$ cat config.mk
export PLATFORM = sky130hd
export DESIGN_NAME = lfu_cache_table_unit
export DESIGN_NICKNAME = d
export VERILOG_FILES = /design/src/rtl/lfu_pkg.sv /design/src/rtl/lfu_ram.sv /design/src/rtl/lfu_cache_table_unit.sv
export SDC_FILE = /design/constraint.sdc
export NUM_CORES = 2
export LEC_CHECK = 0
export BUFFER_PORTS_ARGS = -buffer_cell sky130_fd_sc_hd__buf_4
export CAP_MARGIN = 20
export CORE_ASPECT_RATIO = 1.1
export CORE_MARGIN = 2
export CORE_UTILIZATION = 30
export CTS_CLUSTER_DIAMETER = 50
export CTS_CLUSTER_SIZE = 16
export DETAILED_ROUTE_END_ITERATION = 6
export HOLD_SLACK_MARGIN = 0.02
export PLACE_DENSITY = 0.44
export RECOVER_POWER = 100
export SETUP_SLACK_MARGIN = 0.02
export SYNTH_ARGS = -nofsm -noshare
export SYNTH_HDL_FRONTEND = slang
export SYNTH_HIERARCHICAL = 1
export SYNTH_SLANG_ARGS = --single-unit
$ cat constraint.sdc
create_clock -name clk -period 14.6 [get_ports clk]
set_input_delay 4.38 -clock clk [delete_from_list [all_inputs] [get_ports clk]]
set_output_delay 4.38 -clock clk [all_outputs]
set_load 0.02 [all_outputs]
$ cat src/rtl/lfu_pkg.sv
package lfu_pkg;

	localparam int ENTRIES_DEF = 16;
	localparam int DATA_W      = 32;
	localparam int CAP_W       = 5;
	localparam logic [CAP_W-1:0] CAP_RESET = 5'd16;

	localparam logic CMD_GET = 1'b0;
	localparam logic CMD_PUT = 1'b1;

	localparam logic [DATA_W-1:0] MISS_VALUE = '1;
	localparam logic [DATA_W-1:0] COUNT_MAX  = '1;

	typedef struct packed {
		logic               command;
		logic signed [31:0] key;
		logic signed [31:0] value;
	} lfu_req_t;

	typedef struct packed {
		logic               hit;
		logic signed [31:0] read_value;
	} lfu_rsp_t;

	// one table entry as held in the data memory
	typedef struct packed {
		logic [DATA_W-1:0] count;
		logic [DATA_W-1:0] value;
		logic [DATA_W-1:0] key;
	} lfu_entry_t;

endpackage

$ cat src/rtl/lfu_ram.sv
module lfu_ram #(
	parameter int WIDTH = 8,
	parameter int DEPTH = 16
) (
	input  logic                                   clk,
	input  logic                                   we,
	input  logic [((DEPTH > 1) ? $clog2(DEPTH) : 1)-1:0] waddr,
	input  logic [WIDTH-1:0]                       wdata,
	input  logic [((DEPTH > 1) ? $clog2(DEPTH) : 1)-1:0] raddr,
	output logic [WIDTH-1:0]                       rdata
);

	logic [WIDTH-1:0] mem [DEPTH];

	always_ff @(posedge clk) begin
		if (we) begin
			mem[waddr] <= wdata;
		end
		rdata <= mem[raddr];
	end

endmodule

$ cat src/rtl/lfu_cache_table_unit.sv
// Channel   Dir  Handshake                    Payload
// request   in   start && !busy               lfu_req_t  (command, key, value)
// response  out  done, one cycle, no stall    lfu_rsp_t  (hit, read_value)
// cfg       in   cfg_valid && cfg_ready       cfg_data   (capacity)
//
// busy stays high for one sweep of the entry memories, which finds match, victim
// and free slot, and for a hit or put a second sweep that rewrites ranks; a get
// miss ends after the first. A new command is accepted only once busy drops.
// done is registered from the decide state. Reset clears valid bits and the
// fill level at once, no clearing pass. The receiver cannot stall.
module lfu_cache_table_unit #(
	parameter int ENTRIES = lfu_pkg::ENTRIES_DEF
) (
	input  logic                      clk,
	input  logic                      arst_n,
	input  logic                      start,
	output logic                      busy,
	input  lfu_pkg::lfu_req_t         request,
	output logic                      done,
	output lfu_pkg::lfu_rsp_t         response,
	input  logic                      cfg_valid,
	output logic                      cfg_ready,
	input  logic [lfu_pkg::CAP_W-1:0] cfg_data
);

	localparam int IW   = (ENTRIES > 1) ? $clog2(ENTRIES) : 1;
	localparam int RW   = IW;
	localparam int FW   = $clog2(ENTRIES + 1);
	localparam int XW   = (FW > lfu_pkg::CAP_W) ? FW : lfu_pkg::CAP_W;
	localparam int EW   = $bits(lfu_pkg::lfu_entry_t);
	localparam int DW   = lfu_pkg::DATA_W;

	typedef enum logic [3:0] {
		S_IDLE   = 4'b0001,
		S_SCAN   = 4'b0010,
		S_DECIDE = 4'b0100,
		S_UPD    = 4'b1000
	} state_t;

	state_t state_q;

	logic [lfu_pkg::CAP_W-1:0] cap_q;
	logic [ENTRIES-1:0]        valid_q;
	logic [FW-1:0]             fill_q;
	lfu_pkg::lfu_req_t         req_q;

	logic [FW-1:0] rd_cnt_q;
	logic          vld_s1;
	logic          ev_s1;
	logic [IW-1:0] idx_s1;

	logic          found_q, vic_found_q, free_found_q;
	logic [IW-1:0] m_idx_q, vic_idx_q, free_idx_q;
	logic [RW-1:0] m_rank_q, vic_rank_q;
	logic [DW-1:0] m_val_q, m_cnt_q, vic_cnt_q;

	logic [IW-1:0] slot_q;
	logic [RW-1:0] r_q;
	logic          all_q;

	logic              done_q;
	lfu_pkg::lfu_rsp_t rsp_q;

	logic accept;
	logic issue;
	logic sweep_end;
	logic [IW-1:0] rd_idx;

	lfu_pkg::lfu_entry_t ent_rd, ent_wr;
	logic [RW-1:0]       rank_rd, rank_wr;
	logic                ent_we, rank_we;
	logic [IW-1:0]       ent_waddr;

	logic [XW-1:0] cap_x, cap_eff;
	logic          full;
	logic          is_put;

	assign accept    = start && !busy;
	assign busy      = (state_q != S_IDLE);
	assign cfg_ready = 1'b1;
	assign done      = done_q;
	assign response  = rsp_q;
	assign rd_idx    = rd_cnt_q[IW-1:0];
	assign issue     = ((state_q == S_SCAN) || (state_q == S_UPD)) && (rd_cnt_q != FW'(ENTRIES));
	assign sweep_end = (rd_cnt_q == FW'(ENTRIES)) && !vld_s1;
	assign is_put    = (req_q.command == lfu_pkg::CMD_PUT);

	// capacity clamped to 1..ENTRIES
	always_comb begin
		cap_x = XW'(cap_q);
		priority if (cap_x == '0) begin
			cap_eff = XW'(1);
		end else if (cap_x > XW'(ENTRIES)) begin
			cap_eff = XW'(ENTRIES);
		end else begin
			cap_eff = cap_x;
		end
	end
	assign full = (XW'(fill_q) >= cap_eff);

	lfu_ram #(.WIDTH(EW), .DEPTH(ENTRIES)) u_ent_ram (
		.clk   (clk),
		.we    (ent_we),
		.waddr (ent_waddr),
		.wdata (ent_wr),
		.raddr (rd_idx),
		.rdata (ent_rd)
	);

	lfu_ram #(.WIDTH(RW), .DEPTH(ENTRIES)) u_rank_ram (
		.clk   (clk),
		.we    (rank_we),
		.waddr (idx_s1),
		.wdata (rank_wr),
		.raddr (rd_idx),
		.rdata (rank_rd)
	);

	// entry write happens at most once, in the decide cycle, and only for a hit or a put
	always_comb begin
		ent_we    = 1'b0;
		ent_waddr = free_idx_q;
		ent_wr.key   = req_q.key;
		ent_wr.value = req_q.value;
		ent_wr.count = DW'(1);
		if ((state_q == S_DECIDE) && (found_q || is_put)) begin
			ent_we = 1'b1;
			priority if (found_q) begin
				ent_waddr    = m_idx_q;
				ent_wr.value = is_put ? req_q.value : m_val_q;
				ent_wr.count = (m_cnt_q == lfu_pkg::COUNT_MAX) ? m_cnt_q : m_cnt_q + DW'(1);
			end else if (full) begin
				ent_waddr = vic_idx_q;
			end else begin
				ent_waddr = free_idx_q;
			end
		end
	end

	// rank rewrite: touched slot goes to 0, newer entries move back one.
	// Evict+insert reduces to a touch of the victim's rank.
	always_comb begin
		rank_we = 1'b0;
		rank_wr = '0;
		if ((state_q == S_UPD) && vld_s1) begin
			priority if (idx_s1 == slot_q) begin
				rank_we = 1'b1;
			end else if (ev_s1 && (all_q || (rank_rd < r_q))) begin
				rank_we = 1'b1;
				rank_wr = rank_rd + RW'(1);
			end
		end
	end

	always_ff @(posedge clk or negedge arst_n) begin
		if (!arst_n) begin
			state_q  <= S_IDLE;
			cap_q    <= lfu_pkg::CAP_RESET;
			valid_q  <= '0;
			fill_q   <= '0;
			rd_cnt_q <= '0;
			vld_s1   <= 1'b0;
			done_q   <= 1'b0;
		end else begin
			if (cfg_valid && cfg_ready) begin
				cap_q <= cfg_data;
			end
			vld_s1 <= issue;
			done_q <= (state_q == S_DECIDE);
			if (issue) begin
				rd_cnt_q <= rd_cnt_q + FW'(1);
			end
			unique case (state_q)
				S_IDLE: begin
					if (accept) begin
						rd_cnt_q <= '0;
						state_q  <= S_SCAN;
					end
				end
				S_SCAN: begin
					if (sweep_end) begin
						state_q <= S_DECIDE;
					end
				end
				S_DECIDE: begin
					rd_cnt_q <= '0;
					if (!found_q && !is_put) begin
						state_q <= S_IDLE;
					end else begin
						state_q <= S_UPD;
						if (!found_q && !full) begin
							valid_q[free_idx_q] <= 1'b1;
							fill_q              <= fill_q + FW'(1);
						end
					end
				end
				S_UPD: begin
					if (sweep_end) begin
						state_q <= S_IDLE;
					end
				end
				default: state_q <= S_IDLE;
			endcase
		end
	end

	always_ff @(posedge clk or negedge arst_n) begin
		if (!arst_n) begin
			found_q      <= 1'b0;
			vic_found_q  <= 1'b0;
			free_found_q <= 1'b0;
		end else if (accept) begin
			found_q      <= 1'b0;
			vic_found_q  <= 1'b0;
			free_found_q <= 1'b0;
		end else if ((state_q == S_SCAN) && vld_s1) begin
			if (ev_s1 && (ent_rd.key == req_q.key)) begin
				found_q <= 1'b1;
			end
			if (ev_s1 && (!vic_found_q || (ent_rd.count < vic_cnt_q)
					|| ((ent_rd.count == vic_cnt_q) && (rank_rd > vic_rank_q)))) begin
				vic_found_q <= 1'b1;
			end
			if (!ev_s1) begin
				free_found_q <= 1'b1;
			end
		end
	end

	always_ff @(posedge clk) begin
		if (accept) begin
			req_q <= request;
		end
		if (issue) begin
			idx_s1 <= rd_idx;
			ev_s1  <= valid_q[rd_idx];
		end
		if ((state_q == S_SCAN) && vld_s1) begin
			if (ev_s1 && !found_q && (ent_rd.key == req_q.key)) begin
				m_idx_q  <= idx_s1;
				m_rank_q <= rank_rd;
				m_val_q  <= ent_rd.value;
				m_cnt_q  <= ent_rd.count;
			end
			if (ev_s1 && (!vic_found_q || (ent_rd.count < vic_cnt_q)
					|| ((ent_rd.count == vic_cnt_q) && (rank_rd > vic_rank_q)))) begin
				vic_idx_q  <= idx_s1;
				vic_cnt_q  <= ent_rd.count;
				vic_rank_q <= rank_rd;
			end
			if (!ev_s1 && !free_found_q) begin
				free_idx_q <= idx_s1;
			end
		end
		if (state_q == S_DECIDE) begin
			rsp_q.hit        <= found_q;
			rsp_q.read_value <= (found_q && !is_put) ? m_val_q : lfu_pkg::MISS_VALUE;
			priority if (found_q) begin
				slot_q <= m_idx_q;
				r_q    <= m_rank_q;
				all_q  <= 1'b0;
			end else if (full) begin
				slot_q <= vic_idx_q;
				r_q    <= vic_rank_q;
				all_q  <= 1'b0;
			end else begin
				slot_q <= free_idx_q;
				r_q    <= '0;
				all_q  <= 1'b1;
			end
		end
	end

	// valid bits and fill level move together
	a_fill_count: assert property (@(posedge clk) disable iff (!arst_n)
		$countones(valid_q) == 32'(fill_q))
		else $error("fill level differs from number of valid entries");

	a_done_after_decide: assert property (@(posedge clk) disable iff (!arst_n)
		done |-> $past(state_q == S_DECIDE))
		else $error("result strobe without a decide cycle");

	a_accept_busy: assert property (@(posedge clk) disable iff (!arst_n)
		accept |=> busy && !done)
		else $error("accepted transaction did not raise busy");

	a_rank_write_sweep: assert property (@(posedge clk) disable iff (!arst_n)
		rank_we |-> (state_q == S_UPD) && vld_s1 && !ent_we)
		else $error("rank write outside the update sweep");

endmodule

==> results.cfg <==
[drt]
wl_per_cell_um = 24.7
wl_um = 177000
drt_iter0_drc = 2698
dr.pass1.iters = 5
route.vias.total = 34500
post_drt_via_cell_ratio = 4.80
drc_errors = 0
drt.antenna.violating_nets = 0

[clock_network]
ctsResizeCount = 0
h-tree-depth = 4
clk_pin_slew_ns = 0.06
cts_max_path_buffers = 4
clk_latency_ns = 0.86
cts-root-buf = clkbuf_16
cts_buffers = 205
clock_sinks = 1968
cts_setup_buffers = 0
cts_tree = done
cts-hold-fix-buffers = 0

[critical_path]
max_stage_delay_ns = 2.42
critPathMaxFanout = 35
critPathArrivalTime_ns = 9.94
reg2reg_to = u_ent_ram/mem[9][14]
cp.required_ns = 14.96
critPathKind = reg -> reg
cp_cell_sequence = or2_2 -> nor3b_1 -> clkbuf_1 -> nand2_1 -> clkbuf_1 -> o22ai_1 -> a21oi_1 -> nand2b_1 -> nor2_1 -> clkbuf_1
crit_slowest_cell = clkbuf_1
rrSetupSlack_ns = 5.02
rr_worst_depth = 10
cp-start-kind = flip-flop
crit_top_cell = clkbuf_1
cp-end-kind = flip-flop
reg2reg_from = state_q[0]

[timing]
timing.fmax_mhz = 104
skew_ns = 0.0492
hold_viol = 0
slew_headroom_pct = -209
period_needed_ns = 9.58
finalMaxSlewViolations = 1690
tightestPinTransition_ns = 4.64
final.setup.tns_ns = 0
fin_crit_sh_pct = 65.6
setup-violations-final = 0
rsz0062_at_grt = false

[yosys]
yosys_most_used_dff = edfxtp_1
synth.distinct_cells = 69
ys_warn_count = 6
synth_area_leaders = edfxtp_1, mux4_2, dfxtp_1
ys_seq_area_share_pct = 78.1
avgSynthCellArea_um2 = 21.4
syn-instance-count = 3464
synth_top_area_share_pct = 74.1
synthesis.nets = 3587
synth_edf_count = 1828
async_flop_share_pct = 2.03
synthesis.area_mm2 = 0.0741
synth_top_area_cell = edfxtp_1
ys_ff_latch = 1968

[flow_run]
drv_cap = 49

[pwr]
p_leak_nw = 25.6
p_per_area_mw_per_mm2 = 165
ir_drop_mv = 0.121

[die]
core_area_mm2 = 0.246
fp.dieH_um = 525
start_util_pct = 30.1
fp.dieArea_mm2 = 0.251
rows = 191
boundaryPins = 110
die_w_um = 478

[layout]
area_growth_pct = 15.5
register_area_mm2 = 0.0579
fin_area_mm2 = 0.0856
multi_input_area_mm2 = 0.0151
drive_gt1_share_pct = 22.0
fin_cells = 7180
fillerInstances = 22900
nets = 3852

[worst_hold_path]
hp-class = reg -> reg
worstHoldStart = u_ent_ram/rdata[45]
whs_path_depth = 0
holdPathEnd = m_val_q[13]

[global_routing]
overflow = 0
grt_pass1_wl_um = 261000
grt_max_degree = 102
antenna_found_initial = 5
first_global_vias = 36900
track_usage_pct = 14.0

[run_status]
status = finished with violations
violations = max-capacitance violations, max-slew violations

[place]
place_congestion = 0.719
placedCellCount = 6788
dpl-instance-area_mm2 = 0.0791
portBuffers = 108
dpl.hpwl_um = 92500
per-layer routing:
metal  GRT usage, %  routed length [um]  vias up
met1           19.2               79700    18600
met3           2.17                7070      258
met2           23.2               86300      655
li1               -                   -    14900
met4           3.65                4290        0
met5              0                   0        -
logic make-up (layout without fill, tap and decap cells):
family | after synthesis | in the layout | share of synthesized area [%]
fa+ha+maj | 49 | 49 | 0.827
compound gates | 308 | 308 | 3.00
buf+inv | 213 | 647 | 1.46
mux | 451 | 451 | 13.1
flops | 1968 | 1968 | 78.1
simple gates | 404 | 404 | 2.69
xor+xnor | 70 | 70 | 0.827
other cells | 1 | 2 | 0.00506
layout make-up:
class,count,area share [%]
flip-flops and latches,1968,67.6
multi-input cells,1283,17.7
clock buffers,239,6.34
well taps,3281,4.80
clock inverters,137,1.86
repair buffers,219,1.46
inverters,52,0.230
diodes,1,0.00292
stage by stage:
| step | hold WS (ns) | utilization [%] | setup slack, ns | power, mW |
|---|---|---|---|---|
| finish | 0.404 | 34.8 | 5.02 | 14.1 |
| global route | 0.409 | 34.8 | 4.06 | 14.7 |
| CTS | 0.404 | 35.0 | 8.12 | 14.4 |
| detailed placement | 0.389 | 32.2 | 8.21 | 8.89 |
| global placement | 0.389 | 32.1 | 8.24 | 8.89 |
| floorplan | 0.386 | - | 4.02 | 8.28 |
placed cells by master, fill, tap and decap left out, drive strengths merged, types with 13 or more instances in the layout:
| master | n |
|---|---|
| edfxtp | 1828 |
| clkbuf | 424 |
| mux4 | 405 |
| a22oi | 196 |
| nand2 | 154 |
| dfxtp | 100 |
| inv | 91 |
| nor2 | 82 |
| clkinv | 61 |
| xnor2 | 56 |
| ha | 49 |
| dfrtp | 38 |
| or3 | 37 |
| mux2 | 36 |
| buf | 34 |
| a21oi | 27 |
| nand4 | 26 |
| o21ai | 24 |
| nand3 | 21 |
| nor3 | 20 |
| bufinv | 19 |
| clkinvlp | 18 |
| a21o | 16 |
| xor2 | 14 |
| nand2b | 13 |
how the worst max path moves through the flow:
stage	start	to	slack, ns	depth (start not counted)
final	state_q[0]	u_ent_ram/mem[9][14]	5.02	10
after CTS	state_q[0]	busy	8.12	3
after global placement	start	ent_wr[18]	8.24	4
after floorplan	state_q[0]	u_ent_ram/mem[0][0]	4.02	10
after global routing	state_q[0]	u_ent_ram/mem[9][14]	4.06	10
after detailed placement	start	ent_wr[7]	8.21	4
cell usage after synthesis, types with 10 or more instances:
master / n
o21ai_0: 23
nor3_1: 18
mux4_2: 391
a21oi_1: 27
ha_1: 49
buf_6: 22
buf_2: 15
buf_4: 21
mux4_1: 14
xor2_1: 14
dfrtp_1: 38
a22oi_1: 196
edfxtp_1: 1828
mux2_2: 36
inv_1: 52
mux2i_1: 10
clkbuf_1: 67
nand3_1: 21
dfxtp_1: 100
nor2_1: 82
nand2_1: 154
nand2b_1: 13
a21o_1: 16
nand4_1: 25
xnor2_1: 56
or3_1: 36
buf_1: 34
registers in the layout, summed over array words and instances, names as in the netlist, 4 cells and up:
signal / cells
m_val_q: 32
u_rank_ram/mem: 64
vic_cnt_q: 32
u_ent_ram/rdata: 96
ent_wr: 32
m_cnt_q: 32
req_q: 32
slot_q: 4
u_rank_ram/rdata: 4
valid_q: 16
rd_cnt_q: 5
fill_q: 5
vic_idx_q: 4
cap_q: 5
m_idx_q: 4
r_q: 4
idx_s1: 4
vic_rank_q: 4
state_q: 4
response: 33
u_ent_ram/mem: 1536
free_idx_q: 4
m_rank_q: 4
critical path, delay by kind of cell, from the launching register on:
kind | cells | cell delay (ns)
buffers and inverters | 3 | 4.49
flip-flops | 1 | 0.66
AND/OR/NAND/NOR | 5 | 3.07
AO/OA/AOI/OAI | 2 | 0.78
power by group:
part / switching, mW / internal (mW) / leakage (nW) / total, mW
Clock: 2.35 / 3.07 / 3.40 / 5.42
Sequential: 0.192 / 6.52 / 17.1 / 6.71
Combinational: 1.08 / 0.928 / 5.13 / 2.00
No activity file was read; power rests on OpenSTA's default activity.
